**src/rtl/wcd_pkg.sv**
```systemverilog
// Package: shared types, constants and log tables for the window class diversity block.
`timescale 1ns / 1ps
package wcd_pkg;
	localparam int MAX_WINDOW_CELLS = 32;
	localparam int FRAC_BITS = 12;
	localparam int CNT_W = $clog2(MAX_WINDOW_CELLS + 1);
	localparam int IDX_W = $clog2(MAX_WINDOW_CELLS);
	localparam int ACC_W = 40;
	localparam logic [63:0] LN2_Q32 = 64'd2977044472;

	typedef struct packed {
		logic [31:0] center_value;
		logic        center_nodata;
		logic [31:0] cell_value;
		logic        cell_in_grid;
		logic        last_cell;
	} wcd_in_t;

	typedef struct packed {
		logic        result_valid;
		logic [5:0]  class_count;
		logic [5:0]  cell_count;
		logic [5:0]  unlike_center_count;
		logic [15:0] diversity;
		logic [15:0] dominance;
		logic [12:0] fragmentation;
		logic [11:0] relative_richness;
	} wcd_out_t;

	typedef struct packed {
		logic             used;
		logic [CNT_W-1:0] count;
		logic [31:0]      code;
	} wcd_link_t;

	typedef logic [MAX_WINDOW_CELLS:0][ACC_W-1:0] wcd_tab_t;

	function automatic logic [ACC_W-1:0] ln_q32(input int unsigned k);
		int unsigned e;
		logic [63:0] m;
		logic [63:0] frac;
		logic [63:0] res;
		e = 0;
		frac = '0;
		res = '0;
		if (k > 1) begin
			for (int i = 1; i < 32; i++) begin
				if ((k >> i) != 0) e = i;
			end
			m = (64'(k) << 30) >> e;
			for (int i = 0; i < 32; i++) begin
				m = (m * m) >> 30;
				frac = frac << 1;
				if (m >= (64'd2 << 30)) begin
					m = m >> 1;
					frac = frac | 64'd1;
				end
			end
			res = 64'(e) * LN2_Q32 + ((frac * LN2_Q32 + (64'd1 << 31)) >> 32);
		end
		return res[ACC_W-1:0];
	endfunction

	function automatic wcd_tab_t build_ln();
		wcd_tab_t t;
		for (int c = 0; c <= MAX_WINDOW_CELLS; c++) t[c] = ln_q32(c);
		return t;
	endfunction

	function automatic wcd_tab_t build_cl();
		wcd_tab_t t;
		logic [63:0] p;
		for (int c = 0; c <= MAX_WINDOW_CELLS; c++) begin
			p = 64'(c) * 64'(ln_q32(c));
			t[c] = p[ACC_W-1:0];
		end
		return t;
	endfunction

	localparam wcd_tab_t LN_TAB = build_ln();
	localparam wcd_tab_t CL_TAB = build_cl();
endpackage

```
**src/rtl/wcd_cell.sv**
```systemverilog
// One class cell: holds a class code and its count, matches broadcast cells, shifts on drain.
`timescale 1ns / 1ps
module wcd_cell import wcd_pkg::*; (
	input  logic        clk,
	input  logic        arst_n,
	input  logic        upd,
	input  logic [31:0] value,
	input  logic        any_hit,
	input  logic        prev_used,
	input  logic        shift,
	input  wcd_link_t   nxt,
	output wcd_link_t   cur,
	output logic        hit
);
	logic             used_q;
	logic [CNT_W-1:0] count_q;
	logic [31:0]      code_q;

	assign hit = used_q && (code_q == value);
	assign cur = '{used: used_q, count: count_q, code: code_q};

	always_ff @(posedge clk or negedge arst_n) begin
		if (!arst_n) begin
			used_q  <= 1'b0;
			count_q <= '0;
		end else if (shift) begin
			used_q  <= nxt.used;
			count_q <= nxt.count;
		end else if (upd) begin
			if (hit) begin
				count_q <= count_q + CNT_W'(1);
			end else if (!any_hit && !used_q && prev_used) begin
				used_q  <= 1'b1;
				count_q <= CNT_W'(1);
			end
		end
	end

	always_ff @(posedge clk) begin
		if (shift) begin
			code_q <= nxt.code;
		end else if (upd && !any_hit && !used_q && prev_used) begin
			code_q <= value;
		end
	end
endmodule

```
**src/rtl/wcd_div.sv**
```systemverilog
// Serial restoring divider, one quotient bit per cycle.
`timescale 1ns / 1ps
module wcd_div import wcd_pkg::*; (
	input  logic             clk,
	input  logic             arst_n,
	input  logic             start,
	input  logic [ACC_W-1:0] dividend,
	input  logic [15:0]      divisor,
	output logic [ACC_W-1:0] quotient,
	output logic             done
);
	localparam int STEP_W = $clog2(ACC_W);

	logic              busy_q;
	logic              done_q;
	logic [STEP_W-1:0] step_q;
	logic [15:0]       rem_q;
	logic [15:0]       dvs_q;
	logic [ACC_W-1:0]  quo_q;
	logic [16:0]       trial;
	logic              fits;
	logic [16:0]       diff;

	assign trial = {rem_q, quo_q[ACC_W-1]};
	assign fits  = trial >= {1'b0, dvs_q};
	assign diff  = trial - {1'b0, dvs_q};
	assign quotient = quo_q;
	assign done = done_q;

	always_ff @(posedge clk or negedge arst_n) begin
		if (!arst_n) begin
			busy_q <= 1'b0;
			done_q <= 1'b0;
			step_q <= '0;
		end else begin
			done_q <= 1'b0;
			if (start) begin
				busy_q <= 1'b1;
				step_q <= '0;
			end else if (busy_q) begin
				step_q <= step_q + STEP_W'(1);
				if (step_q == STEP_W'(ACC_W - 1)) begin
					busy_q <= 1'b0;
					done_q <= 1'b1;
				end
			end
		end
	end

	always_ff @(posedge clk) begin
		if (start) begin
			rem_q <= '0;
			dvs_q <= divisor;
			quo_q <= dividend;
		end else if (busy_q) begin
			rem_q <= fits ? diff[15:0] : trial[15:0];
			quo_q <= {quo_q[ACC_W-2:0], fits};
		end
	end
endmodule

```
**src/rtl/window_class_diversity.sv**
```systemverilog
// Top level: class cell chain, drain accumulator, shared divider and result register.
// One beat per window cell is taken while the block is idle; a beat flagged last_cell starts
// the closing pass: the class chain is shifted out through the entropy accumulator, then
// three runs of the serial divider (entropy mean, fragmentation, relative richness), then the
// result register is loaded once it is free. The next window is taken once the closing pass
// has handed its result to the output register.
`timescale 1ns / 1ps
module window_class_diversity import wcd_pkg::*; (
	input  logic        clk,
	input  logic        arst_n,
	input  logic        in_valid,
	output logic        in_ready,
	input  wcd_in_t     in_item,
	output logic        res_valid,
	input  logic        res_ready,
	output wcd_out_t    res_item,
	input  logic        cfg_valid,
	output logic        cfg_ready,
	input  logic [15:0] cfg_data
);
	localparam logic [2:0] S_IDLE  = 3'd0;
	localparam logic [2:0] S_DRAIN = 3'd1;
	localparam logic [2:0] S_DIVS  = 3'd2;
	localparam logic [2:0] S_DIVF  = 3'd3;
	localparam logic [2:0] S_DIVR  = 3'd4;
	localparam logic [2:0] S_FIN   = 3'd5;
	localparam logic [ACC_W-1:0] RND = ACC_W'(1) << (31 - FRAC_BITS);

	logic [2:0]             state_q;
	logic [15:0]            max_q;
	logic [CNT_W-1:0]       n_q, k_q, unlike_q;
	logic                   nodata_q;
	logic [IDX_W-1:0]       drain_q;
	logic [ACC_W-1:0]       acc_q, s_q, h_q, frag_q, rich_q;
	logic                   start_q;
	logic                   out_valid_q;
	wcd_out_t               out_q;

	wcd_link_t              link [MAX_WINDOW_CELLS];
	wcd_link_t              nxt  [MAX_WINDOW_CELLS];
	logic [MAX_WINDOW_CELLS-1:0] hits, used_vec;
	logic                   any_hit, accept, upd, shift;
	logic [ACC_W-1:0]       dvd, quo;
	logic [15:0]            dvs;
	logic                   div_done;
	logic [ACC_W-1:0]       ln_n, ln_k, rnd_div, rnd_dom;
	wcd_out_t               res_next;

	assign in_ready  = state_q == S_IDLE;
	assign cfg_ready = 1'b1;
	assign accept    = in_valid && in_ready;
	assign upd       = accept && in_item.cell_in_grid && (n_q < CNT_W'(MAX_WINDOW_CELLS));
	assign shift     = state_q == S_DRAIN;
	assign any_hit   = |hits;

	for (genvar i = 0; i < MAX_WINDOW_CELLS; i++) begin : g_cell
		if (i == MAX_WINDOW_CELLS - 1) begin : g_end
			assign nxt[i] = '0;
		end else begin : g_mid
			assign nxt[i] = link[i+1];
		end
		assign used_vec[i] = link[i].used;
		wcd_cell u_cell (
			.clk      (clk),
			.arst_n   (arst_n),
			.upd      (upd),
			.value    (in_item.cell_value),
			.any_hit  (any_hit),
			.prev_used((i == 0) ? 1'b1 : used_vec[(i == 0) ? 0 : i-1]),
			.shift    (shift),
			.nxt      (nxt[i]),
			.cur      (link[i]),
			.hit      (hits[i])
		);
	end

	always_comb begin
		unique case (state_q)
			S_DIVS: begin
				dvd = acc_q;
				dvs = 16'(n_q);
			end
			S_DIVF: begin
				dvd = ACC_W'(k_q) << FRAC_BITS;
				dvs = 16'(n_q);
			end
			S_DIVR: begin
				dvd = (ACC_W'(k_q) << 6) + (ACC_W'(k_q) << 5) + (ACC_W'(k_q) << 2);
				dvs = max_q;
			end
			default: begin
				dvd = '0;
				dvs = 16'd1;
			end
		endcase
	end

	wcd_div u_div (
		.clk     (clk),
		.arst_n  (arst_n),
		.start   (start_q),
		.dividend(dvd),
		.divisor (dvs),
		.quotient(quo),
		.done    (div_done)
	);

	assign ln_n = LN_TAB[n_q];
	assign ln_k = LN_TAB[k_q];
	assign rnd_div = (h_q + RND) >> (32 - FRAC_BITS);
	assign rnd_dom = ((ln_k > h_q) ? (ln_k - h_q + RND) : '0) >> (32 - FRAC_BITS);

	always_comb begin
		res_next = '0;
		if (!nodata_q) begin
			res_next.result_valid        = 1'b1;
			res_next.class_count         = 6'(k_q);
			res_next.cell_count          = 6'(n_q);
			res_next.unlike_center_count = 6'(unlike_q);
			if (n_q != '0) begin
				res_next.diversity     = (rnd_div > ACC_W'(16'hFFFF)) ? 16'hFFFF : rnd_div[15:0];
				res_next.dominance     = (rnd_dom > ACC_W'(16'hFFFF)) ? 16'hFFFF : rnd_dom[15:0];
				res_next.fragmentation = (frag_q > ACC_W'(13'h1FFF)) ? 13'h1FFF : frag_q[12:0];
			end
			if (max_q != '0) begin
				res_next.relative_richness = (rich_q > ACC_W'(12'hFFF)) ? 12'hFFF : rich_q[11:0];
			end
		end
	end

	always_ff @(posedge clk or negedge arst_n) begin
		if (!arst_n) begin
			state_q     <= S_IDLE;
			max_q       <= 16'd10;
			n_q         <= '0;
			k_q         <= '0;
			unlike_q    <= '0;
			nodata_q    <= 1'b0;
			drain_q     <= '0;
			start_q     <= 1'b0;
			out_valid_q <= 1'b0;
		end else begin
			start_q <= 1'b0;
			if (cfg_valid && cfg_ready) max_q <= cfg_data;
			if (res_valid && res_ready) out_valid_q <= 1'b0;
			unique case (state_q)
				S_IDLE: begin
					if (upd) begin
						n_q <= n_q + CNT_W'(1);
						if (in_item.cell_value != in_item.center_value)
							unlike_q <= unlike_q + CNT_W'(1);
						if (!any_hit) k_q <= k_q + CNT_W'(1);
					end
					if (accept && in_item.last_cell) begin
						nodata_q <= in_item.center_nodata;
						drain_q  <= '0;
						state_q  <= S_DRAIN;
					end
				end
				S_DRAIN: begin
					drain_q <= drain_q + IDX_W'(1);
					if (drain_q == IDX_W'(MAX_WINDOW_CELLS - 1)) begin
						state_q <= S_DIVS;
						start_q <= 1'b1;
					end
				end
				S_DIVS: begin
					if (div_done) begin
						state_q <= S_DIVF;
						start_q <= 1'b1;
					end
				end
				S_DIVF: begin
					if (div_done) begin
						state_q <= S_DIVR;
						start_q <= 1'b1;
					end
				end
				S_DIVR: begin
					if (div_done) state_q <= S_FIN;
				end
				S_FIN: begin
					if (!out_valid_q || res_ready) begin
						out_valid_q <= 1'b1;
						n_q         <= '0;
						k_q         <= '0;
						unlike_q    <= '0;
						state_q     <= S_IDLE;
					end
				end
				default: state_q <= S_IDLE;
			endcase
		end
	end

	always_ff @(posedge clk) begin
		if (state_q == S_IDLE) acc_q <= '0;
		else if (state_q == S_DRAIN) acc_q <= acc_q + CL_TAB[link[0].count];
		if (state_q == S_DIVS && div_done) s_q <= quo;
		if (state_q == S_DIVF) h_q <= (ln_n > s_q) ? (ln_n - s_q) : '0;
		if (state_q == S_DIVF && div_done) frag_q <= quo;
		if (state_q == S_DIVR && div_done) rich_q <= quo;
		if (state_q == S_FIN && (!out_valid_q || res_ready)) out_q <= res_next;
	end

	assign res_valid = out_valid_q;
	assign res_item  = out_q;

	a_k_le_n: assert property (@(posedge clk) disable iff (!arst_n) k_q <= n_q)
		else $error("class count above cell count");
	a_unlike_le_n: assert property (@(posedge clk) disable iff (!arst_n) unlike_q <= n_q)
		else $error("unlike count above cell count");
	a_used_match: assert property (@(posedge clk) disable iff (!arst_n)
		state_q == S_IDLE |-> $countones(used_vec) == int'(k_q))
		else $error("used cells disagree with class count");
	a_drain_clear: assert property (@(posedge clk) disable iff (!arst_n)
		(state_q == S_DIVS && $past(state_q) == S_DRAIN) |-> used_vec == '0)
		else $error("cell chain not empty after drain");
endmodule
```
**config.mk**
```make
export PLATFORM = sky130hd
export DESIGN_NAME = window_class_diversity
export DESIGN_NICKNAME = d
export VERILOG_FILES = /design/src/rtl/wcd_pkg.sv /design/src/rtl/wcd_cell.sv /design/src/rtl/wcd_div.sv /design/src/rtl/window_class_diversity.sv
export SDC_FILE = /design/constraint.sdc
export NUM_CORES = 2
export LEC_CHECK = 0
export BUFFER_PORTS_ARGS = -buffer_cell sky130_fd_sc_hd__buf_2
export CAP_MARGIN = 20
export CORE_MARGIN = 4
export CORE_UTILIZATION = 60
export DETAILED_ROUTE_END_ITERATION = 10
export PLACE_DENSITY = 0.86
export SYNTH_ARGS = -nofsm -noshare
export SYNTH_HDL_FRONTEND = slang
export SYNTH_HIERARCHICAL = 1
export SYNTH_SLANG_ARGS = --single-unit
```
**constraint.sdc**
```tcl
create_clock -name clk -period 12.3 [get_ports clk]
set_input_delay 1.23 -clock clk [delete_from_list [all_inputs] [get_ports clk]]
set_output_delay 1.23 -clock clk [all_outputs]
set_load 0.005 [all_outputs]
```
# After elaboration in Yosys (flattened, before gate mapping)
# Memory sizes are Yosys's and may differ from the RTL's.
# Index checks and enable logic that the tools add are counted.
[totals]
reg_bits = 1649
latchBits = 0
ramBits = 0
rom_bits = 7680
input_bits = 88
out_inout_bits = 79
word_cells = 1011
memories = 3
[memory_table]
columns = ["memory", "words", "width", "rd", "rd_clocked_by_memory_dff", "wr", "line_no", "source"]
rows = [
  ["(name not given)", 64, 40, 1, 0, 0, "window_class_diversity.sv:198", "else if (state_q == S_DRAIN) acc_q <= acc_q + CL_TAB[link[0].count];"],
  ["(name not given)", 64, 40, 1, 0, 0, "window_class_diversity.sv:109", "assign ln_k = LN_TAB[k_q];"],
  ["(name not given)", 64, 40, 1, 0, 0, "window_class_diversity.sv:108", "assign ln_n = LN_TAB[n_q];"],
]
[classes]
n_addsub = 45
mul = 0
div = 0
n_lt_le_gt_ge = 11
n_eq_ne = 81
n_shift = 0
n_mux = 366
n_bitwise = 2
reduce_logical = 379
[op_table]
columns = ["operator", "n"]
rows = [
  ["$mux W32", 62],
  ["$eq A32 B32 Y1", 32],
  ["$mux W6", 136],
  ["$mux W40", 6],
  ["$add A6 B1 Y6 const B", 36],
  ["$logic_and A1 B1 Y1", 168],
  ["$mux W1", 139],
  ["$reduce_bool A2 Y1", 67],
  ["$pmux W40 S3", 1],
  ["$reduce_and A3 Y1", 33],
  ["$reduce_bool A3 Y1", 32],
  ["$add A40 B20 Y40 const B", 2],
  ["$gt A40 B40 Y1", 2],
  ["$sub A40 B40 Y40", 2],
  ["$mux W76", 1],
  ["$reduce_and A2 Y1", 34],
  ["$ne A2 B2 Y1 const B", 33],
  ["$mux W16", 3],
  ["$mux W45", 1],
  ["$add A40 B40 Y40", 1],
  ["$gt A20 B16 Y1 const B", 2],
  ["$gt A40 B12 Y1 const B", 1],
  ["$gt A40 B13 Y1 const B", 1],
  ["$pmux W6 S2", 3],
  ["32 further kinds", 86],
]

# Longest topological paths before layout
[logic_depth]
ltp_word = 10
depth_mapped = 24
depth_no_buf = 21

# Hierarchy
# Netlist, hierarchy kept.
[by_module_without_submodules]
columns = ["module", "n_inst", "cells_each", "area_per_inst_um2", "seq_area_each_um2"]
rows = [
  ["wcd_cell", 32, 177, 2280.9, 1136.1],
  ["window_class_diversity", 1, 2638, 23690.2, 9016.1],
  ["wcd_div", 1, 362, 4259.1, 2202.1],
]

# Worst setup path before layout
# No wires, ideal clock.
[synth_path]
kind = "reg-to-reg"
startpoint = "register k_q[1]"
endpoint = "register out_q (netlist bit res_item[30]) (data pin)"
setup_time_ns = 0.270
arrival_ns = 4.503
required_ns = 12.030
slack_ns = 7.527
stages_incl_launch_ff = 22
n_path_buf = 3
synth_period_minus_slack_ns = 4.773
path_cell_list = "dfrtp_1 -> clkbuf_1 -> inv_1 -> ha_1 -> clkbuf_1 -> nor2_1 -> nor3_1 -> a311oi_1 -> a21oi_1 -> or2_2 -> ha_1 -> ha_1 -> nor2b_1 -> a221oi_1 -> o21bai_1 -> a21oi_1 -> o31ai_1 -> nor2_1 -> o41ai_1 -> a22o_1 -> clkbuf_1 -> a21oi_1"
[synth_via]
elab_chain_cells = 7
word_cells_on_any_way = 8
classes_between = "add/sub: 2; order compare: 2; mux: 3; memory: 1"
[synth_lines]
columns = ["item", "line_no", "source"]
rows = [
  ["from (decl)", "window_class_diversity.sv:31", "logic [CNT_W-1:0] n_q, k_q, unlike_q;"],
  ["from (signal assigned)", "window_class_diversity.sv:152", "if (!any_hit) k_q <= k_q + CNT_W'(1);"],
  ["$mem_v2 Z64 W40 (*)", "n/a", ""],
  ["$mux W40 (not written as such) (*)", "window_class_diversity.sv:109", ""],
  ["$sub A40 B40 Y40", "window_class_diversity.sv:111", "assign rnd_dom = ((ln_k > h_q) ? (ln_k - h_q + RND) : '0) >> (32 - FRAC_BITS);"],
  ["$add A40 B20 Y40", "window_class_diversity.sv:111", ""],
  ["$mux W40 (*)", "window_class_diversity.sv:111", ""],
  ["$gt A20 B16 Y1", "window_class_diversity.sv:122", "res_next.dominance = (rnd_dom > ACC_W'(16'hFFFF)) ? 16'hFFFF : rnd_dom[15:0];"],
  ["$mux W16 (*)", "window_class_diversity.sv:122", ""],
  ["to (signal assigned)", "window_class_diversity.sv:203", "if (state_q == S_FIN && (!out_valid_q || res_ready)) out_q <= res_next;"],
  ["to (decl)", "window_class_diversity.sv:37", "wcd_out_t out_q;"],
]
# Every way passes the cells marked *; elsewhere a longest branch is shown, timed or not. The select of a mux whose other input is x is not followed.
# A chain may end at the register's enable or synchronous reset.

# Worst setup path in the final report
[layout_path]
startpoint = "input port in_item[21] (netlist name)"
endpoint = "register g_cell[11].u_cell.count_q[1]"
[layout_via]
elab_chain_cells = 8
word_cells_on_any_way = 73
classes_between = "eq/ne: 32; mux: 3; reduce/logical: 38"
[layout_lines]
columns = ["item", "line_no", "source"]
rows = [
  ["from (decl)", "window_class_diversity.sv:13", "input wcd_in_t in_item,"],
  ["$eq A32 B32 Y1", "wcd_cell.sv:19", "assign hit = used_q && (code_q == value);"],
  ["$logic_and A1 B1 Y1", "wcd_cell.sv:19", ""],
  ["via hits[13]", "window_class_diversity.sv:41", "logic [MAX_WINDOW_CELLS-1:0] hits, used_vec;"],
  ["$reduce_or A32 Y1", "window_class_diversity.sv:54", "assign any_hit = |hits;"],
  ["via any_hit", "window_class_diversity.sv:42", "logic any_hit, accept, upd, shift;"],
  ["$logic_not A1 Y1", "wcd_cell.sv:32", "end else if (!any_hit && !used_q && prev_used) begin"],
  ["$logic_and A1 B1 Y1 (2 in series)", "wcd_cell.sv:32", ""],
  ["$reduce_bool A3 Y1 (no line)", "n/a", ""],
  ["$reduce_and A2 Y1 (no line)", "n/a", ""],
  ["to (signal assigned)", "wcd_cell.sv:28", "count_q <= nxt.count;"],
  ["to (signal assigned)", "wcd_cell.sv:31", "count_q <= count_q + CNT_W'(1);"],
  ["to (decl)", "wcd_cell.sv:16", "logic [CNT_W-1:0] count_q;"],
]
# The timed path passes the listed nets, and every way through them passes these cells. The select of a mux whose other input is x is not followed.

==> results.toml <==
[status]
status = "complete, no violations"

[global_routing]
grt_max_degree = 205
grt_pass1_vias = 73800
grt_usage = 0.312
antenna_found_initial = 6
grt_pass1_wl_mm = 429
grt_overflow = 0

[logic_synthesis]
synth.largest_area_cell = "edfxtp_1"
yosysUniqueCellTypes = 102
synth_top_area_share = 0.392
post_synth_main_area_contributors = "edfxtp_1, mux2_2, xor2_1"
synth_flop_cell = "edfxtp_1"
postSynthAreaPerCell_um2 = 11.7
synth_compound_area_frac = 0.0850
yosysWarnings = 6
synth_fa_ha_area_frac = 0.0355
ys_ff_latch = 1649
syn_inst = 8664
synth_seq_area_share = 0.471
synthSimpleGateAreaFrac = 0.148
synth_top_family_by_area = "simple AND/OR/NAND/NOR gates"
synthArstFlopShare = 0.168
synth_edf_count = 1316
synth.area.mux_share = 0.131
synthXorXnorAreaFrac = 0.102
synth_area_um2 = 101000

[clock_network]
cts_resized = 0
cts_max_path_buffers = 3
hold_buffers = 0
cts_setup_buffers = 0
cts_sinks = 1649
clockRootBuffer = "clkbuf_16"
cts_max_level = 4
cts_buffers = 172
cts_tree = "done"
clock_latency_ps = 840
clk_pin_slew_worst_paths_ps = 60

[worst_setup_path]
r2r_start = "g_cell[0].u_cell/count_q[2]"
r2r_cells = 18
crit_end = "g_cell[11].u_cell/count_q[1]"
rrSetupSlack_ps = 6280
worstPathArrival_ps = 6980
crit_chain = "buf_4 -> buf_4 -> xor2_1 -> nor4_4 -> nand2_1 -> nor4_1 -> and2_1 -> nor4_1 -> nand4_1 -> or2_2 -> buf_4 -> nor2_1 -> a31o_4 -> nor2_4 -> mux2_4"
crit_start = "in_item[21]"
end_kind = "flop"
crit_top_cell = "buf_4"
setup.worst_path.start_class = "primary input"
slowest_stage = "nor4_1"
r2r-end = "acc_q[39]"
crit_type = "primary input to flop"
cp_max_fo = 38
slowest_delay_ps = 960
worstPathRequired_ps = 12960

[final_layout]
fill_cells = 11600
final_util = 0.656
mostFrequentLayoutCells = "edfxtp_1, mux2_2, xor2_1"
drive_gt1_frac = 0.207
area_growth_pct = 8.70
final_common_cell = "edfxtp_1"
nets = 9108

[floorplanning]
rows = 150
core_um2 = 167000
dieHeight_um = 418
die_area_um2 = 175000
initial_core_util = 0.604
io_pins = 167
chipWidth_um = 418

[placed_design]
hpwl_mm = 189
io_buffer_count = 165
gp_congestion = 0.959

[power]
powerDensity_nw_per_um2 = 280
leakage_uw = 0.0413
peakVddDrop_mv = 0.218

[routing]
drtIter0Drc = 8910
detail-route-antenna-nets = 0
routed_wl_mm = 282
drc_errors = 0
drt-wirelength-per-cell_um = 25.4
via_per_inst = 6.67
first_pass_iters = 6
vias = 74100

[sta]
rsz0062_at_grt = "false"
hold_violations = 0
setup_viol = 0
worst_slew_pin_slew_ps = 1160
tns_ps = 0
period_share = 0.514
fin_skew_ps = 75.8
drv_slew = 0
slew_headroom = 0.222
fmax_ghz = 0.158
fin_crit_ps = 6320

[min_path]
hold_class = "flop to flop"

[run]
cap_violations = 0
[state kept, by name, summed over array words and instances, names as in the netlist, 32 cells and up]
signal                 cells
g_cell.u_cell/code_q    1024
g_cell.u_cell/count_q    192
res_item                  76
acc_q                     40
frag_q                    40
h_q                       40
rich_q                    40
s_q                       40
u_div/quotient            40
g_cell.u_cell/used_q      32
[kinds of logic (layout without fill, tap and decap cells)]
kind of cell             after synthesis  after routing
other                                  2             52
AND/OR/NAND/NOR                     2535           2535
buffers and inverters                631            821
XOR/XNOR                            1170           1170
multiplexers                        1167           1167
flip-flops                          1649           1649
adder cells (fa/ha/maj)              273            273
AO/OA/AOI/OAI                       1237           1237
[through the flow]
stage	instance area, µm²	worst slack, ps	instances	power [µW]	hold slack, ps
CTS	110000	6300	11100	30400	450
floorplan	101000	7530	8706	21200	431
global route	110000	5890	11100	32200	483
finish	110000	5980	11100	30700	453
global placement	104000	5520	10800	24200	443
detailed placement	104000	5480	10800	24700	449
[worst min-delay path by stage]
stage	slack, ps	from	cells past startpoint	endpoint
4_1_cts	450	arst_n	1	g_cell[14].u_cell/used_q
3_5_place_dp	450	acc_q[0]	2	acc_q[0]
2_1_floorplan	430	acc_q[0]	2	acc_q[0]
6_report	450	acc_q[0]	2	acc_q[0]
5_1_grt	480	acc_q[0]	2	acc_q[0]
3_3_place_gp	440	acc_q[0]	2	acc_q[0]
[per-layer routing]
metal | wire [µm] | vias to the layer above | share of wire | global-route usage
met3 | 27200 | 970 | 0.096 | 0.0658
met5 | 12 | - | 0.000043 | 0
met1 | 105000 | 36200 | 0.37 | 0.391
met4 | 17600 | 2 | 0.062 | 0.173
met2 | 132000 | 4270 | 0.47 | 0.504
li1 | - | 32600 | - | -
[final cells by class]
cell class	count	area, µm²	share of cell area
Antenna cell	8	20.0	0.000182
Clock buffer	226	4680	0.0426
Clock inverter	97	1290	0.0117
Inverter	244	931	0.00848
Multi-Input combinational cell	6426	50800	0.463
Sequential cell	1649	47600	0.434
Tap cell	2204	2760	0.0251
Timing Repair Buffer	254	1680	0.0153
[cells in the mapped netlist, drive strengths merged (97+ instances only)]
| master | instances |
|---|---|
| a21o | 155 |
| a21oi | 285 |
| and3 | 118 |
| buf | 98 |
| clkbuf | 289 |
| dfrtp | 275 |
| edfxtp | 1316 |
| ha | 251 |
| inv | 239 |
| mux2 | 1114 |
| nand2 | 491 |
| nand3 | 198 |
| nand3b | 108 |
| nor2 | 447 |
| nor2b | 97 |
| nor3 | 160 |
| nor3b | 104 |
| nor4 | 392 |
| o21ai | 287 |
| xnor2 | 295 |
| xor2 | 875 |
[worst max-delay path, delay by kind of cell]
kind / cells / cell delay [ps]
buffers and inverters: 3 / 1610
xor gates and xnor gates: 1 / 310
and+or+nand+nor: 9 / 2790
AOI/OAI and AO/OA: 1 / 560
muxes: 1 / 310
[power by group]
group	leakage, µW	total (µW)	internal, µW	switching, µW
sequential	0.0168	11700	9530	2140
combinational	0.0216	13600	5790	7770
clock	0.00288	5480	3140	2340
No activity file was read; power rests on OpenSTA's default activity.
